**config.mk**
```make
export PLATFORM = sky130hd
export DESIGN_NAME = wbk_prod_stage
export DESIGN_NICKNAME = d
export VERILOG_FILES = /design/src/hdl/wbk_pkg.sv /design/src/hdl/wbk_prod_stage.sv
export SDC_FILE = /design/constraint.sdc
export NUM_CORES = 2
export LEC_CHECK = 0
export BUFFER_PORTS_ARGS = -buffer_cell sky130_fd_sc_hd__buf_2
export CELL_PAD_IN_SITES_DETAIL_PLACEMENT = 2
export CELL_PAD_IN_SITES_GLOBAL_PLACEMENT = 2
export CORE_ASPECT_RATIO = 1.5
export CORE_MARGIN = 4
export CORE_UTILIZATION = 41
export DETAILED_ROUTE_END_ITERATION = 7
export PLACE_DENSITY = 0.92
export SYNTH_ARGS = -nofsm -noshare
export SYNTH_HDL_FRONTEND = slang
export SYNTH_SLANG_ARGS = --single-unit
```
**constraint.sdc**
```tcl
create_clock -name clock -period 7.7 [get_ports clock]
set_input_delay 0.385 -clock clock [delete_from_list [all_inputs] [get_ports clock]]
set_output_delay 0.385 -clock clock [all_outputs]
set_load 0.1 [all_outputs]
```
**src/hdl/wbk_pkg.sv**
```systemverilog
package wbk_pkg;

   // field and datapath widths
   localparam int unsigned FieldW   = 16;
   localparam int unsigned SumW     = FieldW + 2;           // four-term wheel sums
   localparam int unsigned CoefW    = 24;
   localparam int unsigned ProdW    = SumW + CoefW + 1;     // signed x unsigned product
   localparam int unsigned BaseW    = 3;
   localparam int unsigned MaxRpmW  = 15;
   localparam int unsigned InvCoefW = 20;
   localparam int unsigned CsrIdxW  = 3;
   localparam int unsigned CsrDataW = 24;
   localparam int unsigned NumProd  = 3;

   // base types
   localparam logic [BaseW-1:0] BaseDiff = 3'd0;
   localparam logic [BaseW-1:0] BaseSkid = 3'd1;
   localparam logic [BaseW-1:0] BaseAck  = 3'd2;
   localparam logic [BaseW-1:0] BaseAck1 = 3'd3;
   localparam logic [BaseW-1:0] BaseMec  = 3'd4;

   // register indexes
   localparam logic [CsrIdxW-1:0] RegBaseType      = 3'd0;
   localparam logic [CsrIdxW-1:0] RegMaxRpm        = 3'd1;
   localparam logic [CsrIdxW-1:0] RegRpmPerSpeed   = 3'd2;
   localparam logic [CsrIdxW-1:0] RegRpmPerTurn    = 3'd3;
   localparam logic [CsrIdxW-1:0] RegSpeedPerRpm   = 3'd4;
   localparam logic [CsrIdxW-1:0] RegTurnPerRpm    = 3'd5;

   // register reset values
   localparam logic [BaseW-1:0]    RstBaseType    = BaseMec;
   localparam logic [MaxRpmW-1:0]  RstMaxRpm      = 15'd330;
   localparam logic [InvCoefW-1:0] RstRpmPerSpeed = 20'd12524;
   localparam logic [InvCoefW-1:0] RstRpmPerTurn  = 20'd3000;
   localparam logic [CoefW-1:0]    RstSpeedPerRpm = 24'd342949;
   localparam logic [CoefW-1:0]    RstTurnPerRpm  = 24'd1400000;

   // control that travels alongside the products
   typedef struct packed {
      logic       forward;
      logic [1:0] wheel_shift;
   } prod_ctrl_type;

endpackage

```
**src/hdl/wbk_prod_stage.sv**
```systemverilog
module wbk_prod_stage (
   input  logic                                 clock,
   input  logic                                 reset,
   input  logic                                 in_valid,
   input  wbk_pkg::prod_ctrl_type               in_ctrl,
   input  logic signed [wbk_pkg::SumW-1:0]      op_a [wbk_pkg::NumProd],
   input  logic        [wbk_pkg::CoefW-1:0]     op_b [wbk_pkg::NumProd],
   output logic                                 out_valid,
   output wbk_pkg::prod_ctrl_type               out_ctrl,
   output logic signed [wbk_pkg::ProdW-1:0]     prod [wbk_pkg::NumProd]
);
   import wbk_pkg::*;

   logic                      valid_ff;
   prod_ctrl_type             ctrl_ff;
   logic signed [ProdW-1:0]   prod_in [NumProd];
   logic signed [ProdW-1:0]   prod_ff [NumProd];

   // signed operand times unsigned coefficient, zero-extended to keep it positive
   always_comb begin
      for (int i = 0; i < NumProd; i++) begin
         prod_in[i] = ProdW'(op_a[i]) * ProdW'($signed({1'b0, op_b[i]}));
      end
   end

   always_ff @(posedge clock) begin
      if (reset) begin
         valid_ff <= 1'b0;
      end else begin
         valid_ff <= in_valid;
      end
   end

   always_ff @(posedge clock) begin
      ctrl_ff <= in_ctrl;
      for (int i = 0; i < NumProd; i++) begin
         prod_ff[i] <= prod_in[i];
      end
   end

   assign out_valid = valid_ff;
   assign out_ctrl  = ctrl_ff;
   assign prod      = prod_ff;

endmodule

```
==> flow_summary.toml <==
[worst_setup_path]
cp-end-kind = "flop"
arrival_ns = 7.73
cp_max_fo = 24
worstPathRequired_ns = 8.11
path_class = "primary input to flop"
start_kind = "primary input"

[synthesis]
syn_inst = 5181
syn-num-nets = 6804
synth_most_common_cell = "inv_1"
postSynth.asyncResetShare_pct = 0
synth.area.top_cells = "fa_1 46%, ha_1 12%, inv_1 11%, and2_1 7.0%, nand2_1 6.5%"
synth_top_area_share_pct = 46.3
synth.distinct_cells = 64
yosysTopAreaCell = "fa_1"
ys_seq_area_share_pct = 5.84
avgSynthCellArea_um2 = 8.81
netlist_area_um2 = 45600
yosys_warnings = 0
synth_top_flop_cell = "dfxtp_1"
synthTopCellsByCount = "1368 x inv_1, 1056 x fa_1, 784 x nand2_1"
ys_seq_elements = 133
synth_edf_count = 0

[clock_network]
cts_resized = 0
cts_sinks = 133
clockRootBuffer = "clkbuf_16"
htreeDepth = 4
tritoncts = "built"
numCtsBuffers = 17
clkTransAtPathRegs_ns = 0.09
cts.path.max_buffers = 2
post-cts-setup-buffers = 0

[routing]
via_per_inst = 5.52
drcViolationCount = 0
totalWireLength_mm = 198
drt_iter0_markers = 2087
wire_per_inst_um = 29.3
antenna_left = 0
via_count = 37265
drtPass1Iterations = 5

[placed_design]
port_buffers = 264
dp_hpwl_mm = 166
placedCellCount = 6715
gp_congestion = 0.888

[grt]
antenna_found_initial = 9
overflow = 0
grt_start_max_net_pins = 25
grt_pass1_vias = 47346
grt_first_pass_wirelength_mm = 295
grt_usage_pct = 34.4

[cells_and_area]
regArea_um2 = 2660
area_delta_synth_final_pct = 7.50
multi_input_area_um2 = 37000
fillers = 12038
drive_above_1_share_pct = 6.98
fin_nets = 6927
fin_cells = 6754

[floorplanning]
placementRows = 149
die_area_um2 = 117000
core_um2 = 110000
start_util_pct = 41.4
io-pin-count = 265
die_x_um = 280
fp.dieH_um = 417

[timing]
hold_ws_ns = 0.0652
min_period_over_period_pct = 95.1
hold_viol_final = 0
rsz0062_at_grt = "no"
relSlewSlack_pct = 45.0
tightest_slew_ns = 0.821
setup_tns_ns = 0
maxSlewViolCount = 0
fmax_mhz = 137
fin_crit_ns = 7.32
setup_violations = 0

[job]
drv_cap = 0

[status]
status = "complete, no violations"

[worst_hold_path]
hold_path_class = "primary input to flop"
==> stage by stage <==
| stage | instance area [um2] | worst slack (ns) | util (%) |
|---|---|---|---|
| floorplan | 45600 | 1.07 | - |
| global placement | 48300 | 0.406 | 43.9 |
| detailed placement | 48300 | 0.0298 | 43.9 |
| CTS | 49000 | 0.581 | 44.5 |
| global route | 49000 | 0.0683 | 44.5 |
| finish | 49000 | 0.379 | 44.5 |
==> repair_timing <==
action / 4_1_cts / 5_1_grt
hold buffers: 4 / 0
setup endpoints to repair: 0 / 0
endpoints found under the hold margin: 4 / 0
==> path summary, 6_finish.rpt <==
path	startpoint	end	slack [ns]	depth (start not counted)
worst max-delay path	op_a[40]	prod[124]	0.38	23
worst min-delay path	in_valid	out_valid	0.07	2
==> critical path, stage by stage <==
cell       delay [ns]
buf_2            0.50
nand2_1          0.18
fa_1             0.55
inv_1            0.14
fa_1             0.71
inv_1            0.11
fa_1             0.52
inv_1            0.08
fa_1             0.51
fa_1             0.50
inv_1            0.06
fa_1             0.49
inv_1            0.05
ha_1             0.40
nand3_1          0.23
nor2_1           0.22
nor4b_1          0.53
o31ai_2          0.18
buf_4            0.21
o31ai_2          0.51
a21bo_2          0.27
nand2_1          0.06
a2111oi_1        0.33
==> cells in the final DEF (no fill, tap or decap), types with 14 or more instances in the layout <==
cell	n
inv_1	1368
xor2_1	35
and2_1	513
a21o_1	57
clkbuf_16	17
a31oi_1	14
fa_1	1056
ha_1	435
o21ai_0	48
nand4_1	17
nand3_1	15
nand2_1	784
nand2b_1	37
and3_1	15
nor2_1	101
buf_4	58
xnor2_1	72
buf_2	264
dfxtp_1	133
a21oi_1	112
o21bai_1	17
==> layer usage <==
metal	part of all wire (%)	wire length [um]	vias up	global-route usage (%)
li1	-	-	15230	-
met1	31	60700	19437	31.1
met2	54	107000	1595	64.5
met3	4.8	9400	1001	6.58
met4	10	20600	2	29.9
met5	0.0096	19	-	0
==> final cells by class <==
class	count	area share [%]
repair buffers	326	3.66
flip-flops and latches	133	5.43
well taps	1434	3.66
clock inverters	15	0.469
multi-input cells	3457	75.4
inverters	1369	10.5
clock buffers	17	0.868
diodes	3	0.0153
==> sequential cells by signal, summed over array words and instances (netlist names) <==
name       count
out_ctrl       3
prod         129
out_valid      1
==> cells by family (layout without fill, tap and decap cells) <==
kind of cell	Yosys count	count (layout)	synth area share [%]
xor gates and xnor gates	107	107	2.05
AOI/OAI and AO/OA	337	337	4.76
DFF	133	133	5.84
muxes	1	1	0.0247
adders and majority gates	1491	1491	58.3
buffers and inverters	1591	1727	13.1
and+or+nand+nor	1521	1521	16.0
other	0	3	0
Power is not shown: default switching activity piles up to over one toggle a cycle in this logic, so the estimate is an artifact.
